[config.mk]
export PLATFORM = sky130hd
export DESIGN_NAME = hsv_to_rgb_converter
export DESIGN_NICKNAME = d
export VERILOG_FILES = /design/src/rtl/hsv2rgb_pkg.sv /design/src/rtl/hsv2rgb_hue_split.sv /design/src/rtl/hsv2rgb_level.sv /design/src/rtl/hsv2rgb_mix.sv /design/src/rtl/hsv_to_rgb_converter.sv
export SDC_FILE = /design/constraint.sdc
export NUM_CORES = 1
export LEC_CHECK = 0
export BUFFER_PORTS_ARGS = -buffer_cell sky130_fd_sc_hd__clkbuf_2
export CELL_PAD_IN_SITES_DETAIL_PLACEMENT = 0
export CELL_PAD_IN_SITES_GLOBAL_PLACEMENT = 1
export CORE_UTILIZATION = 56
export CTS_CLUSTER_SIZE = 20
export DETAILED_ROUTE_END_ITERATION = 6
export PLACE_DENSITY = 0.95
export SLEW_MARGIN = 20
export SYNTH_ARGS = -nofsm -noshare
export SYNTH_HDL_FRONTEND = slang
export SYNTH_HIERARCHICAL = 1
export SYNTH_SLANG_ARGS = --single-unit
[constraint.sdc]
create_clock -name clk -period 15.1 [get_ports clk]
set_clock_uncertainty 0.1 [all_clocks]
set_input_delay 2.265 -clock clk [delete_from_list [all_inputs] [get_ports clk]]
set_output_delay 2.265 -clock clk [all_outputs]
set_load 0.02 [all_outputs]
[src/rtl/hsv2rgb_pkg.sv]
// Shared widths, constants, sector codes and types for the HSV to RGB pipeline.
`timescale 1ns / 1ps
package hsv2rgb_pkg;

  localparam int HUE_W   = 16;
  localparam int PCT_W   = 7;
  localparam int LVL_W   = 8;
  localparam int ANGLE_W = 9;
  localparam int SECT_W  = 3;
  localparam int OFFS_W  = 6;

  localparam int HUE_CIRCLE  = 360;
  localparam int SECTOR_SPAN = 60;
  localparam int PCT_FULL    = 100;
  localparam int LEVEL_FULL  = 255;

  // Reciprocal multipliers: floor(x / d) == (x * RECIP) >> SHIFT over each operand range
  localparam int HUE_RECIP  = 46604;
  localparam int HUE_SHIFT  = 24;
  localparam int SECT_RECIP = 1093;
  localparam int SECT_SHIFT = 16;
  localparam int PCT_RECIP  = 5243;
  localparam int PCT_SHIFT  = 19;
  localparam int RAMP_RECIP = 17477;
  localparam int RAMP_SHIFT = 20;

  typedef logic [SECT_W-1:0] sector_t;
  typedef logic [LVL_W-1:0]  level_t;
  typedef logic [PCT_W-1:0]  pct_t;
  typedef logic [OFFS_W-1:0] offset_t;

  localparam sector_t SECT_RED_YEL = 3'd0;
  localparam sector_t SECT_YEL_GRN = 3'd1;
  localparam sector_t SECT_GRN_CYN = 3'd2;
  localparam sector_t SECT_CYN_BLU = 3'd3;
  localparam sector_t SECT_BLU_MAG = 3'd4;
  localparam sector_t SECT_MAG_RED = 3'd5;

  typedef struct packed {
    logic    valid;
    sector_t sector;
    offset_t offset;
  } hue_info_t;

  function automatic pct_t clamp_pct(input pct_t p);
    clamp_pct = (p > pct_t'(PCT_FULL)) ? pct_t'(PCT_FULL) : p;
  endfunction

endpackage

[src/rtl/hsv2rgb_hue_split.sv]
// Hue path: reduce modulo 360, then split into sector and offset over four stages.
`timescale 1ns / 1ps
module hsv2rgb_hue_split (
  input  logic                                clk,
  input  logic                                rst_n,
  input  logic                                in_valid,
  input  logic [hsv2rgb_pkg::HUE_W-1:0]       in_hue,
  output hsv2rgb_pkg::hue_info_t              hue_info
);
  import hsv2rgb_pkg::*;

  localparam int QPROD_W = 2 * HUE_W;
  localparam int REM_W   = ANGLE_W + 8;
  localparam int SPROD_W = 19;

  logic [3:0]           valid_r;
  logic [HUE_W-1:0]     hue_r;
  logic [QPROD_W-1:0]   qprod_r, qprod_nxt;
  logic [ANGLE_W-1:0]   angle2_r, angle2_nxt;
  logic [ANGLE_W-1:0]   angle3_r;
  sector_t              sector3_r, sector3_nxt;
  sector_t              sector4_r;
  offset_t              offset4_r, offset4_nxt;
  logic [7:0]           quo;
  logic [REM_W-1:0]     rem_full;
  logic [SPROD_W-1:0]   sprod;
  logic [ANGLE_W-1:0]   offs_full;

  always_comb begin
    qprod_nxt   = QPROD_W'(in_hue) * QPROD_W'(HUE_RECIP);
    quo         = 8'(qprod_r >> HUE_SHIFT);
    rem_full    = REM_W'(hue_r) - (REM_W'(quo) * REM_W'(HUE_CIRCLE));
    angle2_nxt  = rem_full[ANGLE_W-1:0];
    sprod       = SPROD_W'(angle2_r) * SPROD_W'(SECT_RECIP);
    sector3_nxt = SECT_W'(sprod >> SECT_SHIFT);
    offs_full   = angle3_r - (ANGLE_W'(sector3_r) * ANGLE_W'(SECTOR_SPAN));
    offset4_nxt = offs_full[OFFS_W-1:0];
  end

  always_ff @(posedge clk) begin
    if (!rst_n) begin
      valid_r <= '0;
    end else begin
      valid_r <= {valid_r[2:0], in_valid};
    end
  end

  always_ff @(posedge clk) begin
    hue_r     <= in_hue;
    qprod_r   <= qprod_nxt;
    angle2_r  <= angle2_nxt;
    angle3_r  <= angle2_r;
    sector3_r <= sector3_nxt;
    sector4_r <= sector3_r;
    offset4_r <= offset4_nxt;
  end

  assign hue_info.valid  = valid_r[3];
  assign hue_info.sector = sector4_r;
  assign hue_info.offset = offset4_r;

endmodule

[src/rtl/hsv2rgb_level.sv]
// Level path: clamp percentages, derive peak and floor levels over four stages.
`timescale 1ns / 1ps
module hsv2rgb_level (
  input  logic                          clk,
  input  logic [hsv2rgb_pkg::PCT_W-1:0] in_saturation,
  input  logic [hsv2rgb_pkg::PCT_W-1:0] in_brightness,
  output hsv2rgb_pkg::level_t           peak,
  output hsv2rgb_pkg::level_t           low
);
  import hsv2rgb_pkg::*;

  localparam int VPROD_W = 15;
  localparam int DPROD_W = 28;

  pct_t                sat1_r, sat2_r;
  logic [VPROD_W-1:0]  vprod_r, vprod_nxt;
  level_t              peak2_r, peak2_nxt;
  level_t              peak3_r, peak4_r;
  logic [VPROD_W-1:0]  lprod_r, lprod_nxt;
  level_t              low4_r, low4_nxt;
  logic [DPROD_W-1:0]  pdiv, ldiv;

  always_comb begin
    vprod_nxt = VPROD_W'(clamp_pct(in_brightness)) * VPROD_W'(LEVEL_FULL);
    pdiv      = DPROD_W'(vprod_r) * DPROD_W'(PCT_RECIP);
    peak2_nxt = LVL_W'(pdiv >> PCT_SHIFT);
    lprod_nxt = VPROD_W'(peak2_r) * VPROD_W'(pct_t'(PCT_FULL) - sat2_r);
    ldiv      = DPROD_W'(lprod_r) * DPROD_W'(PCT_RECIP);
    low4_nxt  = LVL_W'(ldiv >> PCT_SHIFT);
  end

  always_ff @(posedge clk) begin
    sat1_r  <= clamp_pct(in_saturation);
    vprod_r <= vprod_nxt;
    sat2_r  <= sat1_r;
    peak2_r <= peak2_nxt;
    peak3_r <= peak2_r;
    lprod_r <= lprod_nxt;
    peak4_r <= peak3_r;
    low4_r  <= low4_nxt;
  end

  assign peak = peak4_r;
  assign low  = low4_r;

endmodule

[src/rtl/hsv2rgb_mix.sv]
// Mix stages: ramp from level span and offset, then route per sector to RGB.
`timescale 1ns / 1ps
module hsv2rgb_mix (
  input  logic                   clk,
  input  logic                   rst_n,
  input  hsv2rgb_pkg::hue_info_t hue_info,
  input  hsv2rgb_pkg::level_t    peak,
  input  hsv2rgb_pkg::level_t    low,
  output logic                   out_valid,
  output hsv2rgb_pkg::level_t    out_red,
  output hsv2rgb_pkg::level_t    out_green,
  output hsv2rgb_pkg::level_t    out_blue
);
  import hsv2rgb_pkg::*;

  localparam int SPAN_W = 14;
  localparam int RPROD_W = 29;

  logic [2:0]          valid_r;
  logic [SPAN_W-1:0]   span_r, span_nxt;
  level_t              peak5_r, low5_r, peak6_r, low6_r;
  sector_t             sector5_r, sector6_r;
  level_t              ramp6_r, ramp6_nxt;
  logic [RPROD_W-1:0]  rprod;
  level_t              up, down;
  level_t              red_r, green_r, blue_r;
  level_t              red_nxt, green_nxt, blue_nxt;

  always_comb begin
    span_nxt  = SPAN_W'(peak - low) * SPAN_W'(hue_info.offset);
    rprod     = RPROD_W'(span_r) * RPROD_W'(RAMP_RECIP);
    ramp6_nxt = LVL_W'(rprod >> RAMP_SHIFT);
    // ramp never exceeds peak - low, so neither leg wraps
    up        = low6_r + ramp6_r;
    down      = peak6_r - ramp6_r;
    case (sector6_r)
      SECT_RED_YEL: begin
        red_nxt = peak6_r; green_nxt = up;      blue_nxt = low6_r;
      end
      SECT_YEL_GRN: begin
        red_nxt = down;    green_nxt = peak6_r; blue_nxt = low6_r;
      end
      SECT_GRN_CYN: begin
        red_nxt = low6_r;  green_nxt = peak6_r; blue_nxt = up;
      end
      SECT_CYN_BLU: begin
        red_nxt = low6_r;  green_nxt = down;    blue_nxt = peak6_r;
      end
      SECT_BLU_MAG: begin
        red_nxt = up;      green_nxt = low6_r;  blue_nxt = peak6_r;
      end
      default: begin
        red_nxt = peak6_r; green_nxt = low6_r;  blue_nxt = down;
      end
    endcase
  end

  always_ff @(posedge clk) begin
    if (!rst_n) begin
      valid_r <= '0;
    end else begin
      valid_r <= {valid_r[1:0], hue_info.valid};
    end
  end

  always_ff @(posedge clk) begin
    span_r    <= span_nxt;
    peak5_r   <= peak;
    low5_r    <= low;
    sector5_r <= hue_info.sector;
    ramp6_r   <= ramp6_nxt;
    peak6_r   <= peak5_r;
    low6_r    <= low5_r;
    sector6_r <= sector5_r;
    red_r     <= red_nxt;
    green_r   <= green_nxt;
    blue_r    <= blue_nxt;
  end

  assign out_valid = valid_r[2];
  assign out_red   = red_r;
  assign out_green = green_r;
  assign out_blue  = blue_r;

endmodule

[src/rtl/hsv_to_rgb_converter.sv]
// HSV to RGB converter top level: hue and level paths feeding the mix stages.
// A taken word passes the hue/level stages, then the mix stages, to out_* and out_valid.
// Throughput: one word per cycle; busy stays low, the seven-stage pipeline never stalls.
// Reset (rst_n low, synchronous) clears the stage valid bits; data registers are not reset.
`timescale 1ns / 1ps
module hsv_to_rgb_converter (
  input  logic                          clk,
  input  logic                          rst_n,
  input  logic                          start,
  output logic                          busy,
  input  logic [hsv2rgb_pkg::HUE_W-1:0] in_hue,
  input  logic [hsv2rgb_pkg::PCT_W-1:0] in_saturation,
  input  logic [hsv2rgb_pkg::PCT_W-1:0] in_brightness,
  output logic                          out_valid,
  output logic [hsv2rgb_pkg::LVL_W-1:0] out_red,
  output logic [hsv2rgb_pkg::LVL_W-1:0] out_green,
  output logic [hsv2rgb_pkg::LVL_W-1:0] out_blue
);
  import hsv2rgb_pkg::*;

  hue_info_t hue_info;
  level_t    peak;
  level_t    low;

  assign busy = 1'b0;

  hsv2rgb_hue_split u_hue (
    .clk      (clk),
    .rst_n    (rst_n),
    .in_valid (start),
    .in_hue   (in_hue),
    .hue_info (hue_info)
  );

  hsv2rgb_level u_level (
    .clk           (clk),
    .in_saturation (in_saturation),
    .in_brightness (in_brightness),
    .peak          (peak),
    .low           (low)
  );

  hsv2rgb_mix u_mix (
    .clk       (clk),
    .rst_n     (rst_n),
    .hue_info  (hue_info),
    .peak      (peak),
    .low       (low),
    .out_valid (out_valid),
    .out_red   (out_red),
    .out_green (out_green),
    .out_blue  (out_blue)
  );

endmodule

==> flow_metrics.tcl, run 1 <==
set metrics [dict create \
    post_cts_buffers 0 \
    slew_viol_final 0 \
    layout_common_cells "inv_1 (682), ha_1 (540), fa_1 (321), dfxtp_1 (209), nand2_1 (94)" \
    antenna_found_initial 0 \
    max_freq_mhz 141.1 \
    ys_seq_area_frac 0.1646 \
    critPathRequiredTime_ns 15.47 \
    area_growth_pct 6.734 \
    cts_tree "built" \
    start_util 0.5711 \
    numCtsBuffers 24 \
    post_drt_wl_per_cell_um 14.29 \
    syn-instance-count 2612 \
    drtPass1Iterations 5 \
    root_buffer "clkbuf_16" \
    synth-seq-cells 209 \
    critPathKind "in2reg" \
    outcome "complete, no violations" \
    maxCapViolCount 0 \
    max-slew-margin-rel 0.3689 \
    grt_usage 0.2124 \
    port_buffers 57 \
    via_count 16836 \
    die_h_um 215.1 \
    io_pins 59 \
    die_w_um 215.1 \
    tns_ns 0 \
    syn_area_um2 25420 \
    critPathArrivalTime_ns 7.46 \
    grt_pass1_wl_um 82130 \
    rows 77 \
    dp_hpwl_um 40750 \
    routed_wl_um 46870 \
    grt_max_degree 38 \
    gp_congestion 0.8959 \
    critPathCaptureType "register" \
    period_needed_ns 7.088 \
    setup_viol 0 \
    cts_sinks 209 \
    drtAntennaViolNets 0 \
    cts_resized 0 \
    grt_overflow 0 \
    fin_crit_sh 0.4694 \
    layout_commonest_cell "inv_1" \
    clock_latency_ns 0.55 \
    syn_nets 3506 \
    synth_flop_cell "dfxtp_1" \
    drive_above_1_share 0.05246 \
    postCtsHoldBufs 0 \
    rsz0062_at_grt "false" \
    ys_async_sr_fraction 0 \
    yosysWarningCount 6 \
    clkTransAtPathRegs_ns 0.06 \
    hold_path_class "reg2reg" \
    first_global_vias 18267 \
    core_area_um2 44510 \
    n_antenna_cell 0 \
    vias_per_cell 5.133 \
    hold_viol 0 \
    start_kind "input port" \
    crit_fanout 7 \
    cts_max_level 1 \
    worst_pin_slew_ns 0.9454 \
    nNetsFinal 3564 \
    postSynthAreaPerCell_um2 9.731 \
    rrSetupSlack_ns 8.92 \
    cts_buffer_depth 3 \
    fin_util 0.6095 \
    synth.distinct_cells 79 \
    drc_errors 0 \
    dieArea_um2 46250 \
    drt_iter0_markers 751 \
    synth_edf_count 0 \
]
==> final cells by class <==
class                           count  area (um^2)
Multi-Input combinational cell   1694        18560
Fill cell                        3703        17380
Sequential cell                   209         4184
Inverter                          682         2560
Tap cell                          592        740.7
Clock buffer                       28        635.6
Timing Repair Buffer               59        300.3
Clock inverter                     16        145.1
==> metrics by stage <==
step                area [um^2]  std cells  hold slack, ns  setup slack [ns]
finish                    27130       3280          0.2193             8.012
global route              27130       3280          0.2289             7.770
CTS                       27130       3280          0.2266             8.031
detailed placement        26350       3236          0.2121             7.458
global placement          26350       3236          0.2111             7.520
floorplan                 25420       2612          0.2096             7.850
==> kinds of logic (layout without fill, tap and decap cells) <==
group	count (synthesis)	after routing	share of synthesized area
XOR/XNOR	126	126	0.04396
other	1	1	0.0001475
multiplexers	20	20	0.008171
flip-flops	209	209	0.1646
AND/OR/NAND/NOR	403	403	0.08373
buffers and inverters	709	785	0.1050
adder cells (fa/ha/maj)	861	861	0.5186
AO/OA/AOI/OAI	283	283	0.07571
==> registers in the layout (all words and copies together) (netlist names), 4 cells and up <==
register	count
u_hue/angle3_r	6
u_level/sat1_r	7
u_mix/peak5_r	8
u_hue/hue_r	9
u_hue/angle2_r	9
u_level/low	8
u_mix/span_r	14
u_mix/ramp6_r	8
u_mix/out_green	8
u_mix/out_red	8
u_mix/low5_r	8
u_hue/qprod_r	6
u_mix/low6_r	8
u_level/peak3_r	8
u_hue/valid_r	4
u_mix/out_blue	8
u_level/lprod_r	15
u_hue/offset4_r	6
u_level/sat2_r	7
u_mix/peak6_r	8
u_level/peak2_r	8
u_level/vprod_r	15
u_level/peak	8
==> worst max-delay path: stages <==
cell and delay [ns]:
clkbuf_2 0.16, ha_1 0.33, inv_1 0.07, fa_1 0.50, inv_1 0.05, fa_1 0.52, inv_1 0.05, fa_1 0.53
inv_1 0.06, fa_1 0.53, inv_1 0.05, fa_1 0.50, inv_1 0.04, ha_1 0.33, nand4_2 0.15, or4_4 0.52
a311oi_2 0.29, and3b_1 0.24, o21ai_2 0.12, xor2_1 0.14
==> Yosys cell counts (35+ instances only) <==
cell	instances	area, um^2
inv_1	682	2560
ha_1	540	6756
fa_1	321	6426
dfxtp_1	209	4184
nand2_1	94	352.8
xnor2_1	91	797.0
and2_1	83	519.3
nor2_1	72	270.3
a21oi_1	70	350.3
o21ai_0	52	260.3
nor2b_1	37	231.5
a21o_1	35	262.8
==> routing by layer <==
layer	up-vias	track usage	wire [um]
li1	8394	-	-
met3	57	0.02548	1351
met2	234	0.3957	23910
met5	-	0	0
met1	8151	0.2612	20690
met4	0	0.04492	913
==> path summary, 6_finish.rpt <==
path | start | end | cells after the start
max | in_hue[4] | u_hue/qprod_r[27] | 20
min | u_hue/sector4_r[1] | u_mix/sector5_r[1] | 0
max reg2reg | u_level/peak[0] | u_mix/span_r[13] | 22
min reg2reg | u_hue/sector4_r[1] | u_mix/sector5_r[1] | 0
Power of run 1 is left out: the tool's default activity adds up to more than one toggle a clock period on the data nets, which glitch-free logic cannot reach.
==> run 2: changes to the inputs <==
- CORE_UTILIZATION: 56 -> 52
- PLACE_DENSITY: 0.95 -> 0.9
- clock period: 15.1 -> 7.19 ns (I/O delays scaled with it)
==> run 2 against run 1 <==
  * Highest routed layer unchanged
  * Non-clock buffer count decreased by 1
  * Sequential share of layout area barely moved
  * Routed wire length up 0.10%
  * Hold slack lost 0.0036 ns
  * Register-to-register slack got worse by 7.8 ns
  * Critical path depth up 2
  * Die area is 7.6% higher
  * Via count grew 0.13%
==> flow_metrics.tcl, run 2 (synthesis gave the netlist of run 1 again) <==
set metrics [dict create \
    outcome "complete, no violations" \
    crit_family "adder cells" \
    critPathRequiredTime_ns 7.52 \
    postCtsHoldBufs 0 \
    cts_max_level 1 \
    critical_path.max_stage_delay_ns 0.51 \
    max-slew-margin-rel 0.3821 \
    cts_sinks 209 \
    routed_wl_um 46910 \
    clock_latency_ns 0.55 \
    start_kind "register" \
    post_drt_wl_per_cell_um 14.21 \
    reg.largest.list "u_level/lprod_r x15, u_level/vprod_r x15, u_mix/span_r x14" \
    port_buffers 57 \
    maxCapViolCount 0 \
    fin_crit_sh 0.8460 \
    antenna_found_initial 0 \
    first_global_vias 18195 \
    tns_ns 0 \
    drtAntennaViolNets 0 \
    path_cells "inv_1 -> ha_1 -> fa_1 -> nor2b_1 -> o21ai_0 -> a21boi_0 -> o21ai_0 -> nor2b_1 -> xnor2_1 -> and2_1 -> fa_1 -> fa_1 -> fa_1 -> inv_1 -> fa_1 -> inv_1 -> ha_1 -> or3_1 -> o21ai_0 -> o31ai_1 -> o41ai_1 -> xnor3_1" \
    cp_common_cell "fa_1" \
    critPathArrivalTime_ns 6.41 \
    gp_congestion 0.8766 \
    fillers 4054 \
    crit_fanout 6 \
    core_area_um2 47950 \
    via_count 16858 \
    grt_overflow 0 \
    worst_pin_slew_ns 0.9235 \
    area_growth_pct 6.906 \
    hold_path_class "reg2reg" \
    crit_start "u_level/peak[0]" \
    whs_ns 0.2157 \
    cts_buffer_depth 3 \
    vias_per_cell 5.105 \
    crit_path_top_delay_cell "fa_1" \
    critPathKind "reg2reg" \
    setup_viol 0 \
    drc_errors 0 \
    drive_above_1_share 0.05247 \
    rrSetupSlack_ns 1.11 \
    layout_commonest_cell "inv_1" \
    root_buffer "clkbuf_16" \
    slew_viol_final 0 \
    worst-path-buf-inv 3 \
    post_cts_buffers 0 \
    timing.rr.start "u_level/peak[0]" \
    rows 80 \
    die_h_um 223.1 \
    max_freq_mhz 164.4 \
    cts_tree "built" \
    period_needed_ns 6.082 \
    grt_pass1_wl_um 81510 \
    hold_start "u_hue/sector4_r[1]" \
    grt_usage 0.1970 \
    drt_iter0_markers 590 \
    grt_max_degree 38 \
    nNetsFinal 3563 \
    critPathCaptureType "register" \
    layout_common_cells "inv_1 (682), ha_1 (540), fa_1 (321), dfxtp_1 (208), nand2_1 (94)" \
    io_pins 59 \
    numCtsBuffers 24 \
    cts_resized 0 \
    rsz0062_at_grt "false" \
    clkTransAtPathRegs_ns 0.07 \
    dp_hpwl_um 40360 \
    n_antenna_cell 0 \
    dieArea_um2 49770 \
    hold_viol 0 \
    die_w_um 223.1 \
    drtPass1Iterations 5 \
    start_util 0.5301 \
]
## run 2: changes by cell type in the layout (fill, tap and decap cells not counted), sizes merged
cell and delta:
inv +3, clkbuf -1, bufinv +1, buf -1, clkinv -3
## run 2: final timing paths
check / depth (start not counted) / endpoint
hold reg to reg: 0 / u_mix/sector5_r[1]
setup / recovery: 22 / u_mix/span_r[13]
hold / removal: 0 / u_mix/sector5_r[1]
setup reg to reg: 22 / u_mix/span_r[13]
## run 2: metrics by stage
stage	instance area (um^2)	cells	utilization	setup WS (ns)
final	27170	3302	0.5668	1.108
after detailed placement	26370	3258	0.5500	0.7534
after global placement	26370	3258	0.5500	0.8173
after global routing	27170	3302	0.5668	0.7863
after floorplan	25420	2612	-	1.126
after CTS	27170	3302	0.5667	1.130
## run 2: cell type report
class                           count  area [um^2]  area share
Clock buffer                       27        621.8     0.02288
Clock inverter                     17        180.2    0.006630
Inverter                          682         2560     0.09421
Multi-Input combinational cell   1694        18560      0.6832
Sequential cell                   209         4185      0.1540
Tap cell                          615        769.5     0.02832
Timing Repair Buffer               58        292.8     0.01077
## run 2: worst register-to-register path: stages (launching register included)
cell	delay [ns]
dfxtp_1	0.32
inv_1	0.05
ha_1	0.23
fa_1	0.42
nor2b_1	0.13
o21ai_0	0.10
a21boi_0	0.18
o21ai_0	0.12
nor2b_1	0.16
xnor2_1	0.37
and2_1	0.24
fa_1	0.43
fa_1	0.51
fa_1	0.50
inv_1	0.05
fa_1	0.47
inv_1	0.04
ha_1	0.21
or3_1	0.34
o21ai_0	0.13
o31ai_1	0.17
o41ai_1	0.26
xnor3_1	0.43
## run 2: metal layers
metal | part of all wire | vias up | GRT usage
met5 | 0 | - | 0
met4 | 0.027 | 0 | 0.05517
met3 | 0.026 | 84 | 0.02278
met2 | 0.50 | 207 | 0.3615
met1 | 0.45 | 8205 | 0.2420
li1 | - | 8362 | -
Power of run 2 is left out for the same reason.
==> run 3: changes to the inputs <==
- clock period: 7.19 -> 6.1 ns (I/O delays scaled with it)
==> run 3 against run 2 <==
  * Maximum frequency rose by 6.4%
  * Clock-buffer cell count rose by 2
  * Register-to-register slack got worse by 0.73 ns
  * Sequential cell count did not move
  * Final cell count rose by 0.39%
  * Design area rose by 0.58%
  * First-iteration DRC count rose by 25%
  * Sequential share of layout area fell by 0.093 points
  * Setup slack got worse by 0.73 ns
  * Routed wire length rose by 0.97%
  * Critical path depth rose by 1
==> flow_metrics.tcl, run 3 (synthesis gave the netlist of run 1 again) <==
set metrics [dict create \
    die_h_um 223.1 \
    grt_max_degree 38 \
    grt_usage 0.1992 \
    cts_max_level 1 \
    vias_per_cell 5.073 \
    max_freq_mhz 174.9 \
    antenna_found_initial 0 \
    gp_congestion 0.9090 \
    hold_path_class "reg2reg" \
    area_growth_pct 7.522 \
    cts_tree "built" \
    start_kind "register" \
    clock_latency_ns 0.56 \
    via_count 16818 \
    reg.largest.list "u_level/lprod_r x15, u_level/vprod_r x15, u_mix/span_r x14" \
    post_drt_wl_per_cell_um 14.29 \
    fin_crit_sh 0.9374 \
    start_util 0.5301 \
    root_buffer "clkbuf_16" \
    drc_errors 0 \
    critPathCaptureType "register" \
    rows 80 \
    critPathKind "reg2reg" \
    numCtsBuffers 25 \
    grt_pass1_wl_um 82700 \
    port_buffers 57 \
    first_global_vias 18272 \
    dieArea_um2 49770 \
    drtPass1Iterations 7 \
    maxCapViolCount 0 \
    core_area_um2 47950 \
    grt_overflow 0 \
    drt_iter0_markers 735 \
    clkTransAtPathRegs_ns 0.07 \
    slew_viol_final 0 \
    cts_buffer_depth 3 \
    period_needed_ns 5.718 \
    layout_common_cells "inv_1 (682), ha_1 (540), fa_1 (321), dfxtp_1 (209), nand2_1 (94)" \
    worst_pin_slew_ns 0.8118 \
    nNetsFinal 3576 \
    max-slew-margin-rel 0.4568 \
    io_pins 59 \
    setup_viol 0 \
    critPathRequiredTime_ns 6.45 \
    dp_hpwl_um 41020 \
    die_w_um 223.1 \
    rsz0062_at_grt "false" \
    drive_above_1_share 0.05815 \
    n_antenna_cell 0 \
    postCtsHoldBufs 0 \
    layout_commonest_cell "inv_1" \
    whs_ns 0.2252 \
    crit_fanout 6 \
    hold_viol 0 \
    cts_sinks 209 \
    critPathArrivalTime_ns 6.06 \
    routed_wl_um 47370 \
    outcome "complete, no violations" \
    drtAntennaViolNets 0 \
]
[run 3: changes by cell type in the layout (fill, tap and decap cells not counted), sizes merged]
cell	delta
clkinv	+1
bufinv	+1
clkbuf	+2
buf	+12
inv	-1
clkinvlp	-2
[run 3: worst max-delay path, stage by stage, from the launching register on]
cell and delay, ns:
dfxtp_1 0.38, inv_1 0.06, ha_1 0.27, nor2b_1 0.13, o21ai_0 0.22, a21boi_0 0.16
o21ai_1 0.18, nand2_1 0.08, xor2_1 0.20, and2_1 0.21, fa_1 0.53, inv_1 0.05
fa_1 0.52, inv_1 0.05, fa_1 0.47, inv_1 0.05, fa_1 0.48, inv_1 0.05
ha_1 0.32, or3_1 0.31, o21ai_0 0.11, o31ai_1 0.16, o41ai_2 0.24, xnor3_1 0.26
[run 3: routing by layer]
metal | vias up | GRT usage | routed length [um]
met5 | - | 0 | 0
met1 | 8181 | 0.2445 | 20840
li1 | 8387 | - | -
met4 | 0 | 0.05028 | 1083
met2 | 187 | 0.3704 | 24360
met3 | 63 | 0.02028 | 1090
[run 3: worst paths after layout]
| path | from | to | slack [ns] | depth (start not counted) |
|---|---|---|---|---|
| setup / recovery | u_level/low[1] | u_mix/span_r[13] | 0.38 | 23 |
| hold / removal | u_mix/peak5_r[1] | u_mix/peak6_r[1] | 0.23 | 0 |
| setup reg to reg | u_level/low[1] | u_mix/span_r[13] | 0.38 | 23 |
| hold reg to reg | u_mix/peak5_r[1] | u_mix/peak6_r[1] | 0.23 | 0 |
[run 3: layout make-up]
| class | count | area, um^2 |
|---|---|---|
| Tap cell | 615 | 769.5 |
| Fill cell | 4053 | 20620 |
| Timing Repair Buffer | 70 | 382.9 |
| Inverter | 682 | 2560 |
| Clock inverter | 16 | 178.9 |
| Multi-Input combinational cell | 1694 | 18580 |
| Clock buffer | 29 | 670.6 |
| Sequential cell | 209 | 4184 |
[run 3: through the flow]
| stage | util | setup TNS (ns) | setup WS, ns | instances | instance area [um^2] |
|---|---|---|---|---|---|
| 6_report | 0.5700 | 0 | 0.3818 | 3315 | 27330 |
| 3_5_place_dp | 0.5517 | -0.05945 | -0.05078 | 3269 | 26450 |
| 3_3_place_gp | 0.5517 | 0 | 0.05869 | 3269 | 26450 |
| 5_1_grt | 0.5700 | 0 | 0.05030 | 3315 | 27330 |
| 2_1_floorplan | - | 0 | 0.1999 | 2612 | 25420 |
| 4_1_cts | 0.5694 | 0 | 0.1200 | 3314 | 27300 |
[run 3: repair_timing]
item,4_1_cts,5_1_grt
endpoints found under the setup margin,0,1
setup buffers,0,1
gates resized for setup,0,3
Power of run 3 is left out for the same reason.
